File: src/rtl/bcd_digit_frame_serializer_macros.svh
// ----------------------------------------------------------------------------
// bcd digit frame serializer assertion macros
// shared concurrent assertion forms, clocked on clk and disabled in rst
// ----------------------------------------------------------------------------
`ifndef BCD_DIGIT_FRAME_SERIALIZER_MACROS_SVH
`define BCD_DIGIT_FRAME_SERIALIZER_MACROS_SVH

// same-cycle implication
`define BCDFS_ASSERT(label, ante, cons, msg) \
  label: assert property (@(posedge clk) disable iff (rst) (ante) |-> (cons)) \
    else $error(msg);

// next-cycle implication
`define BCDFS_ASSERT_NEXT(label, ante, cons, msg) \
  label: assert property (@(posedge clk) disable iff (rst) (ante) |=> (cons)) \
    else $error(msg);

`endif

File: src/rtl/bcdfs_pkg.sv
// ----------------------------------------------------------------------------
// bcdfs_pkg
// request codes, frame positions and the result type of the digit serializer
// ----------------------------------------------------------------------------
package bcdfs_pkg;

  localparam logic [1:0] REQ_TICK   = 2'd0;
  localparam logic [1:0] REQ_APPEND = 2'd1;
  localparam logic [1:0] REQ_COMMIT = 2'd2;

  localparam logic [2:0] POS_START = 3'd0;
  localparam logic [2:0] POS_DATA_END = 3'd4;
  localparam logic [2:0] POS_STOP  = 3'd5;

  localparam logic [9:0] PERIOD_RESET = 10'd3;
  localparam logic [9:0] ELAPSED_SAT  = 10'h3FF;

  localparam logic [7:0] ASCII_ZERO = 8'h30;
  localparam logic [7:0] DIGIT_MAX  = 8'd9;

  typedef struct packed {
    logic       bit_valid;
    logic       bit_value;
    logic [2:0] frame_position;
    logic       message_done;
    logic       busy_res;
  } res_t;

  // non-digit characters map to zero
  function automatic logic [3:0] to_bcd(input logic [7:0] code);
    logic [7:0] d;
    d = code - ASCII_ZERO;
    return (d > DIGIT_MAX) ? 4'd0 : d[3:0];
  endfunction

endpackage

File: src/rtl/bcdfs_if.sv
// ----------------------------------------------------------------------------
// bcdfs channel interfaces
// request, result and configuration channels with valid / ready handshake
// ----------------------------------------------------------------------------
interface bcdfs_req_if;
  logic       valid;
  logic       ready;
  logic [1:0] req_type;
  logic [7:0] char_code;
  modport source (output valid, output req_type, output char_code, input ready);
  modport sink   (input valid, input req_type, input char_code, output ready);
endinterface

interface bcdfs_res_if;
  logic       valid;
  logic       ready;
  logic       bit_valid;
  logic       bit_value;
  logic [2:0] frame_position;
  logic       message_done;
  logic       busy_res;
  modport source (output valid, output bit_valid, output bit_value,
                  output frame_position, output message_done, output busy_res,
                  input ready);
  modport sink   (input valid, input bit_valid, input bit_value,
                  input frame_position, input message_done, input busy_res,
                  output ready);
endinterface

interface bcdfs_cfg_if;
  logic       valid;
  logic       ready;
  logic [9:0] data;
  modport source (output valid, output data, input ready);
  modport sink   (input valid, input data, output ready);
endinterface

File: src/rtl/bcdfs_ctrl.sv
// ----------------------------------------------------------------------------
// bcdfs_ctrl
// digit store memory, message counters and bit timing; while in_ready holds, one item per cycle
// ----------------------------------------------------------------------------
`include "bcd_digit_frame_serializer_macros.svh"

module bcdfs_ctrl import bcdfs_pkg::*; #(
  parameter int MSG_DEPTH = 32
) (
  input  logic       clk,
  input  logic       rst,
  input  logic       in_valid,
  input  logic       in_ready,
  input  logic [1:0] req_type,
  input  logic [7:0] char_code,
  input  logic       cfg_valid,
  input  logic [9:0] cfg_data,
  output logic       res_valid,
  output res_t       res
);

  localparam int CW = $clog2(MSG_DEPTH);
  localparam logic [CW-1:0] FULL_MARK = CW'(MSG_DEPTH - 1);

  logic [3:0] store [MSG_DEPTH];
  logic [3:0] digit;  // registered read port, loaded at frame start

  logic [9:0]    period;
  logic [CW-1:0] pending, pending_next;
  logic [CW-1:0] length, length_next;
  logic [CW-1:0] charpos, charpos_next;
  logic          active, active_next;
  logic [2:0]    bitpos, bitpos_next;
  logic [9:0]    elapsed, elapsed_next;

  logic       acc;
  logic       wr_en;
  logic       rd_en;
  logic       go;
  logic [2:0] pos_eff;
  logic [9:0] el;
  res_t       res_c;

  assign acc = in_valid && in_ready;

  always_comb begin
    pending_next = pending;
    length_next  = length;
    charpos_next = charpos;
    active_next  = active;
    bitpos_next  = bitpos;
    elapsed_next = elapsed;
    wr_en   = 1'b0;
    rd_en   = 1'b0;
    go      = 1'b0;
    pos_eff = bitpos;
    el      = elapsed;
    res_c   = '0;
    unique case (req_type)
      REQ_APPEND: begin
        if (pending < FULL_MARK) begin
          wr_en        = 1'b1;
          pending_next = pending + 1'b1;
        end
      end
      REQ_COMMIT: begin
        if (pending != '0) length_next = pending;
        pending_next = '0;
      end
      REQ_TICK: begin
        if (length != '0) begin
          go = 1'b1;
          if (!active) begin
            if (charpos >= length) begin
              length_next  = '0;
              charpos_next = '0;
              res_c.message_done = 1'b1;
              go = 1'b0;
            end else begin
              rd_en        = 1'b1;
              pos_eff      = POS_START;
              charpos_next = charpos + 1'b1;
              active_next  = 1'b1;
              el           = '0;
            end
          end else if (elapsed != ELAPSED_SAT) begin
            el = elapsed + 10'd1;
          end
          elapsed_next = el;
          bitpos_next  = pos_eff;
          if (go && el >= period) begin
            elapsed_next         = '0;
            res_c.bit_valid      = 1'b1;
            res_c.frame_position = pos_eff;
            priority if (pos_eff == POS_START) res_c.bit_value = 1'b1;
            else if (pos_eff <= POS_DATA_END) res_c.bit_value = digit[2'(POS_DATA_END - pos_eff)];
            else res_c.bit_value = 1'b0;
            if (pos_eff == POS_STOP) begin
              bitpos_next = POS_START;
              active_next = 1'b0;
            end else begin
              bitpos_next = pos_eff + 3'd1;
            end
          end
        end
      end
      default: ;
    endcase
    res_c.busy_res = (length_next != '0);
  end

  always_ff @(posedge clk) begin
    if (rst) begin
      period  <= PERIOD_RESET;
      pending <= '0;
      length  <= '0;
      charpos <= '0;
      active  <= 1'b0;
      bitpos  <= POS_START;
      elapsed <= '0;
    end else begin
      if (cfg_valid) period <= cfg_data;
      if (acc) begin
        pending <= pending_next;
        length  <= length_next;
        charpos <= charpos_next;
        active  <= active_next;
        bitpos  <= bitpos_next;
        elapsed <= elapsed_next;
      end
    end
  end

  // store: one write port at pending, one registered read port at charpos
  always_ff @(posedge clk) begin
    if (acc && wr_en) store[pending] <= to_bcd(char_code);
    if (acc && rd_en) digit <= store[charpos];
  end

  assign res_valid = acc;
  assign res       = res_c;

  `BCDFS_ASSERT(a_active_has_len, active, length != '0, "frame active with no message")
  `BCDFS_ASSERT(a_pending_bound, 1'b1, pending <= FULL_MARK, "pending count past store")
  `BCDFS_ASSERT_NEXT(a_emit_restart, acc && res_c.bit_valid, elapsed == '0,
                     "bit timer not restarted after emit")

endmodule

File: src/rtl/bcdfs_skid.sv
// ----------------------------------------------------------------------------
// bcdfs_skid
// two-entry output buffer; ready toward the controller is registered
// ----------------------------------------------------------------------------
`include "bcd_digit_frame_serializer_macros.svh"

module bcdfs_skid import bcdfs_pkg::*; (
  input  logic clk,
  input  logic rst,
  input  logic in_valid,
  output logic in_ready,
  input  res_t in_data,
  output logic out_valid,
  input  logic out_ready,
  output res_t out_data
);

  logic main_v, skid_v;
  res_t main_q, skid_q;
  logic push, pop;

  assign in_ready  = !skid_v;
  assign push      = in_valid && in_ready;
  assign pop       = main_v && out_ready;
  assign out_valid = main_v;
  assign out_data  = main_q;

  always_ff @(posedge clk) begin
    if (rst) begin
      main_v <= 1'b0;
      skid_v <= 1'b0;
    end else if (!main_v || pop) begin
      if (skid_v) begin
        main_v <= 1'b1;
        skid_v <= push;
      end else begin
        main_v <= push;
      end
    end else if (push) begin
      skid_v <= 1'b1;
    end
  end

  always_ff @(posedge clk) begin
    if (!main_v || pop) begin
      if (skid_v) begin
        main_q <= skid_q;
        if (push) skid_q <= in_data;
      end else if (push) begin
        main_q <= in_data;
      end
    end else if (push) begin
      skid_q <= in_data;
    end
  end

  `BCDFS_ASSERT(a_skid_behind_main, skid_v, main_v, "skid entry without main entry")
  `BCDFS_ASSERT_NEXT(a_overflow_kept, main_v && !pop && push, skid_v, "item lost on stall")
  `BCDFS_ASSERT_NEXT(a_skid_kept, skid_v && !pop, skid_v && main_v, "buffered item dropped")

endmodule

File: src/rtl/bcd_digit_frame_serializer.sv
// ----------------------------------------------------------------------------
// bcd_digit_frame_serializer
// stores decimal digits and sends them as six-bit frames, one bit per period
// ----------------------------------------------------------------------------
//  channel  role  payload                                     accepted when
//  req      sink  req_type, char_code                         valid && ready
//  res      src   bit_valid, bit_value, frame_position,       valid && ready
//                 message_done, busy_res
//  cfg      sink  data (ticks per line bit)                   valid && ready
//
//  one item per cycle while req.ready is high; each item gives one result item, registered in the output buffer
//  the digit store is a single synchronous memory, read once per frame start
//  req.ready drops only while both output buffer entries are full
//  rst clears counters, timer and period (to 3); store contents stay unknown
//  cfg.ready is always high
// ----------------------------------------------------------------------------
module bcd_digit_frame_serializer import bcdfs_pkg::*; #(
  parameter int MSG_DEPTH = 32
) (
  input  logic        clk,
  input  logic        rst,
  bcdfs_req_if.sink   req,
  bcdfs_res_if.source res,
  bcdfs_cfg_if.sink   cfg
);

  logic ctrl_ready;   // buffer has room for the result of this item
  logic ctrl_valid;
  res_t ctrl_res;
  res_t out_res;

  assign req.ready = ctrl_ready;
  assign cfg.ready = 1'b1;

  // controller: store, counters and bit timer, result computed on accept
  bcdfs_ctrl #(
    .MSG_DEPTH (MSG_DEPTH)
  ) u_ctrl (
    .clk       (clk),
    .rst       (rst),
    .in_valid  (req.valid),
    .in_ready  (ctrl_ready),
    .req_type  (req.req_type),
    .char_code (req.char_code),
    .cfg_valid (cfg.valid),
    .cfg_data  (cfg.data),
    .res_valid (ctrl_valid),
    .res       (ctrl_res)
  );

  // output buffer decouples result stalls from the request side
  bcdfs_skid u_skid (
    .clk       (clk),
    .rst       (rst),
    .in_valid  (ctrl_valid),
    .in_ready  (ctrl_ready),
    .in_data   (ctrl_res),
    .out_valid (res.valid),
    .out_ready (res.ready),
    .out_data  (out_res)
  );

  assign res.bit_valid      = out_res.bit_valid;
  assign res.bit_value      = out_res.bit_value;
  assign res.frame_position = out_res.frame_position;
  assign res.message_done   = out_res.message_done;
  assign res.busy_res       = out_res.busy_res;

endmodule

File: src/flat_wrapper.sv
// flat-port wrapper written by rule: the top's interface ports become plain ports
module bcd_digit_frame_serializer_flat import bcdfs_pkg::*;
#(
  parameter int MSG_DEPTH = 32
)
  (clk, rst, req_valid, req_req_type, req_char_code, req_ready, res_valid, res_bit_valid, res_bit_value, res_frame_position, res_message_done, res_busy_res, res_ready, cfg_valid, cfg_data, cfg_ready);
  bcdfs_req_if req_i ();
  bcdfs_res_if res_i ();
  bcdfs_cfg_if cfg_i ();
  input  logic clk;
  input  logic rst;
  input wire logic [$bits(req_i.valid)-1:0] req_valid;
  input wire logic [$bits(req_i.req_type)-1:0] req_req_type;
  input wire logic [$bits(req_i.char_code)-1:0] req_char_code;
  output wire logic [$bits(req_i.ready)-1:0] req_ready;
  output wire logic [$bits(res_i.valid)-1:0] res_valid;
  output wire logic [$bits(res_i.bit_valid)-1:0] res_bit_valid;
  output wire logic [$bits(res_i.bit_value)-1:0] res_bit_value;
  output wire logic [$bits(res_i.frame_position)-1:0] res_frame_position;
  output wire logic [$bits(res_i.message_done)-1:0] res_message_done;
  output wire logic [$bits(res_i.busy_res)-1:0] res_busy_res;
  input wire logic [$bits(res_i.ready)-1:0] res_ready;
  input wire logic [$bits(cfg_i.valid)-1:0] cfg_valid;
  input wire logic [$bits(cfg_i.data)-1:0] cfg_data;
  output wire logic [$bits(cfg_i.ready)-1:0] cfg_ready;
  assign req_i.valid = req_valid;
  assign req_i.req_type = req_req_type;
  assign req_i.char_code = req_char_code;
  assign req_ready = req_i.ready;
  assign res_valid = res_i.valid;
  assign res_bit_valid = res_i.bit_valid;
  assign res_bit_value = res_i.bit_value;
  assign res_frame_position = res_i.frame_position;
  assign res_message_done = res_i.message_done;
  assign res_busy_res = res_i.busy_res;
  assign res_i.ready = res_ready;
  assign cfg_i.valid = cfg_valid;
  assign cfg_i.data = cfg_data;
  assign cfg_ready = cfg_i.ready;
  bcd_digit_frame_serializer #(.MSG_DEPTH(MSG_DEPTH)) u_core (.clk(clk), .rst(rst), .req(req_i), .res(res_i), .cfg(cfg_i));
endmodule
File: config.mk
export PLATFORM = sky130hd
export DESIGN_NAME = bcd_digit_frame_serializer_flat
export DESIGN_NICKNAME = d
export VERILOG_FILES = /design/src/rtl/bcdfs_pkg.sv /design/src/rtl/bcdfs_if.sv /design/src/rtl/bcdfs_ctrl.sv /design/src/rtl/bcdfs_skid.sv /design/src/rtl/bcd_digit_frame_serializer.sv /design/src/flat_wrapper.sv
export VERILOG_INCLUDE_DIRS = /design/src /design/src/rtl
export SDC_FILE = /design/constraint.sdc
export NUM_CORES = 1
export LEC_CHECK = 0
export ABC_AREA = 1
export BUFFER_PORTS_ARGS = -buffer_cell sky130_fd_sc_hd__buf_2
export CAP_MARGIN = 10
export CORE_ASPECT_RATIO = 1.1
export CORE_MARGIN = 3
export CORE_UTILIZATION = 55
export CTS_BUF_LIST = sky130_fd_sc_hd__clkbuf_8
export DETAILED_ROUTE_END_ITERATION = 12
export GPL_TIMING_DRIVEN = 1
export PLACE_DENSITY = 0.76
export SYNTH_ARGS = -nofsm -noshare
export SYNTH_HDL_FRONTEND = slang
export SYNTH_SLANG_ARGS = --single-unit
File: constraint.sdc
create_clock -name clk -period 4.5 [get_ports clk]
set_clock_uncertainty 0.2 [all_clocks]
set_input_delay 0.675 -clock clk [delete_from_list [all_inputs] [get_ports clk]]
set_output_delay 0.675 -clock clk [all_outputs]
set_load 0.02 [all_outputs]
After elaboration in Yosys (flattened, before gate mapping):

Memories as Yosys holds them, arrays and structs flattened. A register that Yosys moved wholly into a read port is not among the register bits.
Index checks and enable logic that the tools add are counted.
W data, S select, Z words.

* bits in registers: 55
* memory bits (writable): 128
* logic and storage cells: 112
* bits in read-only memories: 0
* memories: 1
* output and inout bits: 10
* input bits: 25
* bits in latches: 0

Memory list
* u_core.u_ctrl.store: words 32, bits a word 4, read ports 1, clocked after memory_dff 1, wr ports 1, RTL line bcdfs_ctrl.sv:25 `logic [3:0] store [MSG_DEPTH];`

* multiply operators: 0
* reductions and logical operators: 21
* shift-type cells: 0
* div/mod/pow operators: 0
* bitwise gates (word level): 1
* mux-type cells: 52
* $lt $le $gt $ge: 6
* eq/ne operators: 6
* add/sub/neg operators: 6

Operator list (count)
* $mux W10: 6
* $mux W5: 7
* $mux W7: 5
* $mux W1: 22
* $pmux W5 S2: 2
* $mux W3: 6
* $reduce_bool A5 Y1: 3
* $mux W6: 2
* $add A10 B1 Y10 const B: 1
* $add A5 B1 Y5 const B: 2
* $ge A10 B10 Y1: 1
* $ne A10 B10 Y1 const B: 1
* $gt A8 B4 Y1 const B: 1
* $sub A8 B6 Y8 const B: 1
* $logic_and A1 B1 Y1: 6
* $reduce_and A3 Y1: 2
* $reduce_bool A2 Y1: 3
* $ge A5 B5 Y1: 1
* $lt A5 B5 Y1 const B: 1
* $mux W4: 1
* $ne A2 B2 Y1 const B: 2
* $reduce_and A4 Y1: 1
* $add A3 B1 Y3 const B: 1
* $eq A3 B3 Y1 const B: 1
* other kinds (12): 13

Logic depth before layout (Yosys ltp):

* depth after elaboration: 16
* mapped depth: 23
* depth with buffers taken out: 20

By module:

A second synthesis with hierarchy kept.

* cell total of the unflattened synthesis: 890
* area total of the unflattened synthesis: 8743.4 µm²

Modules (own cells, without submodules)
* bcdfs_ctrl: area an instance 8121.5 µm², cells each 839, times used 1
* bcdfs_skid: area an instance 610.6 µm², cells each 49, times used 1
* bcd_digit_frame_serializer: area an instance 11.3 µm², cells each 2, times used 1

Worst setup path before layout:

No wires, ideal clock.

* path kind: flip-flop to flip-flop
* start: reg u_core.u_ctrl.charpos[0]
* end: reg u_core.u_skid.main_q (netlist bit u_core.u_skid.out_data[5]), data pin
* slack: 1.400 ns
* arrival: 2.647 ns
* buffers on the path: 3
* required time: 4.047 ns
* stages on the path, launching flop included: 20
* cells stage by stage: dfxtp_1 buf_2 inv_2 buf_2 ha_1 inv_1 nand2_1 nand2_2 nand3_4 buf_6 a21oi_1 a31oi_2 ha_1 a21o_1 nor2_1 nand4_1 nand2_4 nor3_1 nand3_1 nand2_1

* longest elaborated chain between the ends: 15

RTL lines
* start: declaration: RTL line bcdfs_ctrl.sv:31 `logic [CW-1:0] charpos, charpos_next;`
* start signal: assignment: RTL line bcdfs_ctrl.sv:126 `charpos <= charpos_next;`
* $ge A5 B5 Y1 (*): RTL line bcdfs_ctrl.sv:74 `if (charpos >= length) begin`
* $mux W3: RTL line bcdfs_ctrl.sv:74
* $mux W3: RTL line bcdfs_ctrl.sv:73 `if (!active) begin`
* $mux W3: RTL line bcdfs_ctrl.sv:71 `if (length != '0) begin`
* $mux W3: RTL line bcdfs_ctrl.sv:59 `unique case (req_type)`
* $sub A1 B2 Y2: RTL line bcdfs_ctrl.sv:96 `else if (pos_eff <= POS_DATA_END) res_c.bit_value = digit[2'(POS_DATA_END - pos_eff)];`
* $bmux W1 S2: RTL line bcdfs_ctrl.sv:96
* $mux W1 (implied by the code): RTL line bcdfs_ctrl.sv:96
* $mux W1: RTL line bcdfs_ctrl.sv:96
* $mux W1: RTL line bcdfs_ctrl.sv:95 `priority if (pos_eff == POS_START) res_c.bit_value = 1'b1;`
* $mux W5 (*): RTL line bcdfs_ctrl.sv:91 `if (go && el >= period) begin`
* $mux W6 (*): RTL line bcdfs_ctrl.sv:71
* $mux W6 (*): RTL line bcdfs_ctrl.sv:59
* $mux W7 (*): RTL line bcdfs_skid.sv:49 `end else if (push) begin`
* $mux W7 (*): RTL line bcdfs_skid.sv:46 `if (skid_v) begin`
* end signal: assignment: RTL line bcdfs_skid.sv:47 `main_q <= skid_q;`
* end signal: assignment: RTL line bcdfs_skid.sv:50 `main_q <= in_data;`
* end: declaration: RTL line bcdfs_skid.sv:19 `res_t main_q, skid_q;`

Every way passes the cells marked *; elsewhere a longest branch is shown, timed or not. The select of a mux whose other input is x is not followed.
A chain may end at the register's enable or synchronous reset.

Worst setup path after layout:

* start: reg u_core.u_ctrl.charpos[4]
* end: reg u_core.u_ctrl.elapsed[3]

* longest elaborated chain between the ends: 8

RTL lines
* $ge A5 B5 Y1 (*): RTL line bcdfs_ctrl.sv:74
* $mux W10: RTL line bcdfs_ctrl.sv:74
* $mux W10: RTL line bcdfs_ctrl.sv:73
* $mux W10: RTL line bcdfs_ctrl.sv:71
* $mux W10: RTL line bcdfs_ctrl.sv:59
* $ge A10 B10 Y1: RTL line bcdfs_ctrl.sv:91
* $logic_and A1 B1 Y1: RTL line bcdfs_ctrl.sv:91
* $mux W10 (*): RTL line bcdfs_ctrl.sv:91
* end signal: assignment: RTL line bcdfs_ctrl.sv:129 `elapsed <= elapsed_next;`
* end: declaration: RTL line bcdfs_ctrl.sv:34 `logic [9:0] elapsed, elapsed_next;`

Marked as above.

==> key figures <==
Hold path
  – Worst hold path type: in -> reg

Detailed routing
  – Vias per cell: 5.80
  – # DRC: 0
  – Antenna viol nets, final: 0
  – Drt total wl: 18700 µm
  – Violation count after the first detailed-route iteration: 551
  – 1st-pass router iterations: 5
  – Drt wl/cell: 17.1 µm
  – Vias: 6340

Timing
  – Worst Tran Pin Value: 0.990 ns
  – Pins Over Slew Limit: 0
  – Final worst-path cycle share: 76.6%
  – Unrepaired setup endpoints after global routing: false
  – Peak Freq: 290 MHz
  – Slew Limit Headroom: 33.9%
  – Final setup vio count: 0
  – Post-layout min period: 3.45 ns
  – Endpoints failing hold: 0
  – Final setup TNS: 0 ns

Logic synthesis
  – Post-synthesis cell type count: 43
  – Async SR Flop Fraction: 0%
  – Synth Net Count: 914
  – Syn Area/Cell: 10.0 µm²
  – Sequential cell area fraction in the yosys report: 60.1%
  – Largest cells by area after synthesis: edfxtp_1, dfxtp_1, nor2_1
  – Synth area leader: edfxtp_1
  – Yosys warns: 0
  – Post-Syn Instances: 865
  – Register bit total from synthesis: 187
  – Post-synth EDFFs: 146
  – Netlist Area Pre-Place: 0.00867 mm²
  – Ys flop type: edfxtp_1
  – Share of the synthesized area in the top cell type: 50.6%

Worst setup path
  – Critical-path maximum fanout: 14
  – Critical path capture point type: flop
  – Crit path kind: reg -> reg
  – Max stage delay cell, worst path: dfxtp_1
  – Worst path cell trace: ha_1 > nand2_1 > inv_1 > nand2_1 > nand3_4 > a21oi_1 > a31oi_2 > ha_1 > a21o_1 > nor2_1 > nand4_1 > nand2_4 > nand2_2 > inv_2 > nand2_1 > a21oi_1
  – Cell mode on critical path: nand2_1
  – CP max stage delay: 0.52 ns
  – Startpoint type of the worst setup path: flop
  – WP data arrival: 3.65 ns
  – Data required, critical path: 4.70 ns

GRT
  – Pin count of the biggest net entering global routing: 70
  – Total track usage: 22.6%
  – Total grt overflow: 0
  – Initial antenna violation count: 0
  – Global-route wire length before repair: 30600 µm
  – Vias in the first global route: 6105

Floorplanning
  – Core Box Area: 0.0152 mm²
  – Ports: 35
  – Die H: 138 µm
  – Initial Util: 56.9%
  – Die width: 126 µm
  – Total die area: 0.0173 mm²
  – Row Count: 47

Finish
  – Commonest non-fill, non-tap cell in the layout: edfxtp_1
  – Finished layout cell area: 0.00937 mm²
  – Nets: 934
  – Layout cells sized above 1: 11.8%
  – Area Overhead vs Synth: 8.07%
  – Filler cell count: 1239
  – Most frequent cells in the layout: edfxtp_1, nor2_1, nand2_1
  – Diodes inserted: 0

CTS
  – # hold bufs at CTS: 0
  – Resize count post-CTS: 0
  – Clock Pin Slew Worst Setup and Hold Paths: 0.10 ns
  – CTS tree: done
  – Max H-tree Level: 4
  – Cts bufs inserted: 17
  – Root Driver: clkbuf_8
  – Setup repair bufs after CTS: 0
  – Max Buffers Root-to-Sink: 2
  – Clk Latency, worst-skew pair: 0.46 ns
  – # clock sinks: 187

Placement
  – RePlAce Congestion: 0.917
  – Post-DP HPWL: 12300 µm
  – Number of buffers added on ports: 33
  – Placement Cell Area: 0.00895 mm²

Outcome
  – Status: finished, final reports clean

Pwr
  – VDD IR max: 0.237 mV
  – LEAKAGE: 0.00348 µW
  – Pwr Density: 349 mW/mm²

Flow run
  – Max cap viols: 0
## cell usage after synthesis (4+ instances only)
| library cell | number |
|---|---|
| a21oi_1 | 54 |
| a31oi_1 | 4 |
| a31oi_2 | 5 |
| buf_2 | 12 |
| buf_4 | 4 |
| clkbuf_1 | 19 |
| dfxtp_1 | 41 |
| edfxtp_1 | 146 |
| ha_1 | 24 |
| inv_1 | 58 |
| inv_2 | 6 |
| nand2_1 | 130 |
| nand2_2 | 8 |
| nand3_1 | 41 |
| nand4_1 | 6 |
| nor2_1 | 135 |
| nor3_1 | 8 |
| o21ai_0 | 89 |
| o221ai_1 | 24 |
| o22ai_1 | 7 |
| xor2_1 | 8 |
## critical path, delay by kind of cell, from the launching register on
family / cells / cell delay (ns)
DFF: 1 / 0.52
and+or+nand+nor: 8 / 1.19
AOI/OAI and AO/OA: 4 / 0.61
adders and majority gates: 2 / 0.65
buffers and inverters: 2 / 0.22
## worst paths after layout
| check | endpoint | cells past startpoint | slack (ns) | startpoint |
|---|---|---|---|---|
| worst min register to register | u_core.u_ctrl.period[3] | 2 | 0.27 | u_core.u_ctrl.period[3] |
| worst min-delay path | u_core.u_ctrl.period[0] | 3 | 0.22 | cfg_data[0] |
| worst max register to register | u_core.u_ctrl.elapsed[3] | 16 | 1.05 | u_core.u_ctrl.charpos[4] |
| worst max-delay path | u_core.u_ctrl.elapsed[3] | 16 | 1.05 | u_core.u_ctrl.charpos[4] |
## logic make-up after synthesis
kind of cell	share of synthesized area, %
flops	60.1
other cells	0.0433
compound gates	13.0
buf+inv	5.14
simple gates	17.2
xor+xnor	1.11
fa+ha+maj	3.46
## registers in the layout, summed over array words and instances, names as in the netlist
register,flops
u_core.u_skid.skid_v,1
u_core.u_ctrl.pending,5
u_core.u_ctrl.elapsed,10
u_core.u_ctrl.store,128
u_core.u_skid.out_valid,1
u_core.u_ctrl.bitpos,3
u_core.u_skid.skid_q,7
u_core.u_ctrl.length,5
u_core.u_ctrl.charpos,5
u_core.u_ctrl.period,10
u_core.u_skid.out_data,7
u_core.u_ctrl.digit,4
u_core.u_ctrl.active,1
## layer usage
layer	vias to the layer above	wire (µm)	GRT usage, %
li1	3057	-	-
met1	3022	7840	27.7
met2	227	9390	39.4
met3	34	1040	4.23
met4	0	444	9.58
met5	-	0	0
## power breakdown
part / total [µW] / leakage, µW / switching [µW] / internal (µW)
logic: 213 / 0.00158 / 149 / 64.8
clock network: 1180 / 0.000210 / 618 / 561
registers: 1880 / 0.00169 / 12.3 / 1860
## metrics by stage
stage / std cells / power, µW / hold WS (ns) / util [%] / setup WS [ns]
after floorplan: 865 / 2070 / 0.235 / - / 1.40
after global placement: 1062 / 2120 / 0.253 / 58.7 / 1.20
after detailed placement: 1062 / 2130 / 0.262 / 58.7 / 1.10
after CTS: 1094 / 3280 / 0.199 / 61.5 / 1.07
after global routing: 1094 / 3370 / 0.225 / 61.5 / 0.721
final: 1094 / 3270 / 0.224 / 61.5 / 1.05
## area by class of cell
class,instances,area [µm²],share of cell area (%)
tap,196,245,2.62
clock buffer,17,234,2.50
sequential,187,5210,55.6
inverter,67,254,2.71
clock inverter,15,185,1.98
timing repair buffer,40,218,2.32
multi-input combinational,572,3020,32.3
No activity file was read; power rests on OpenSTA's default activity.
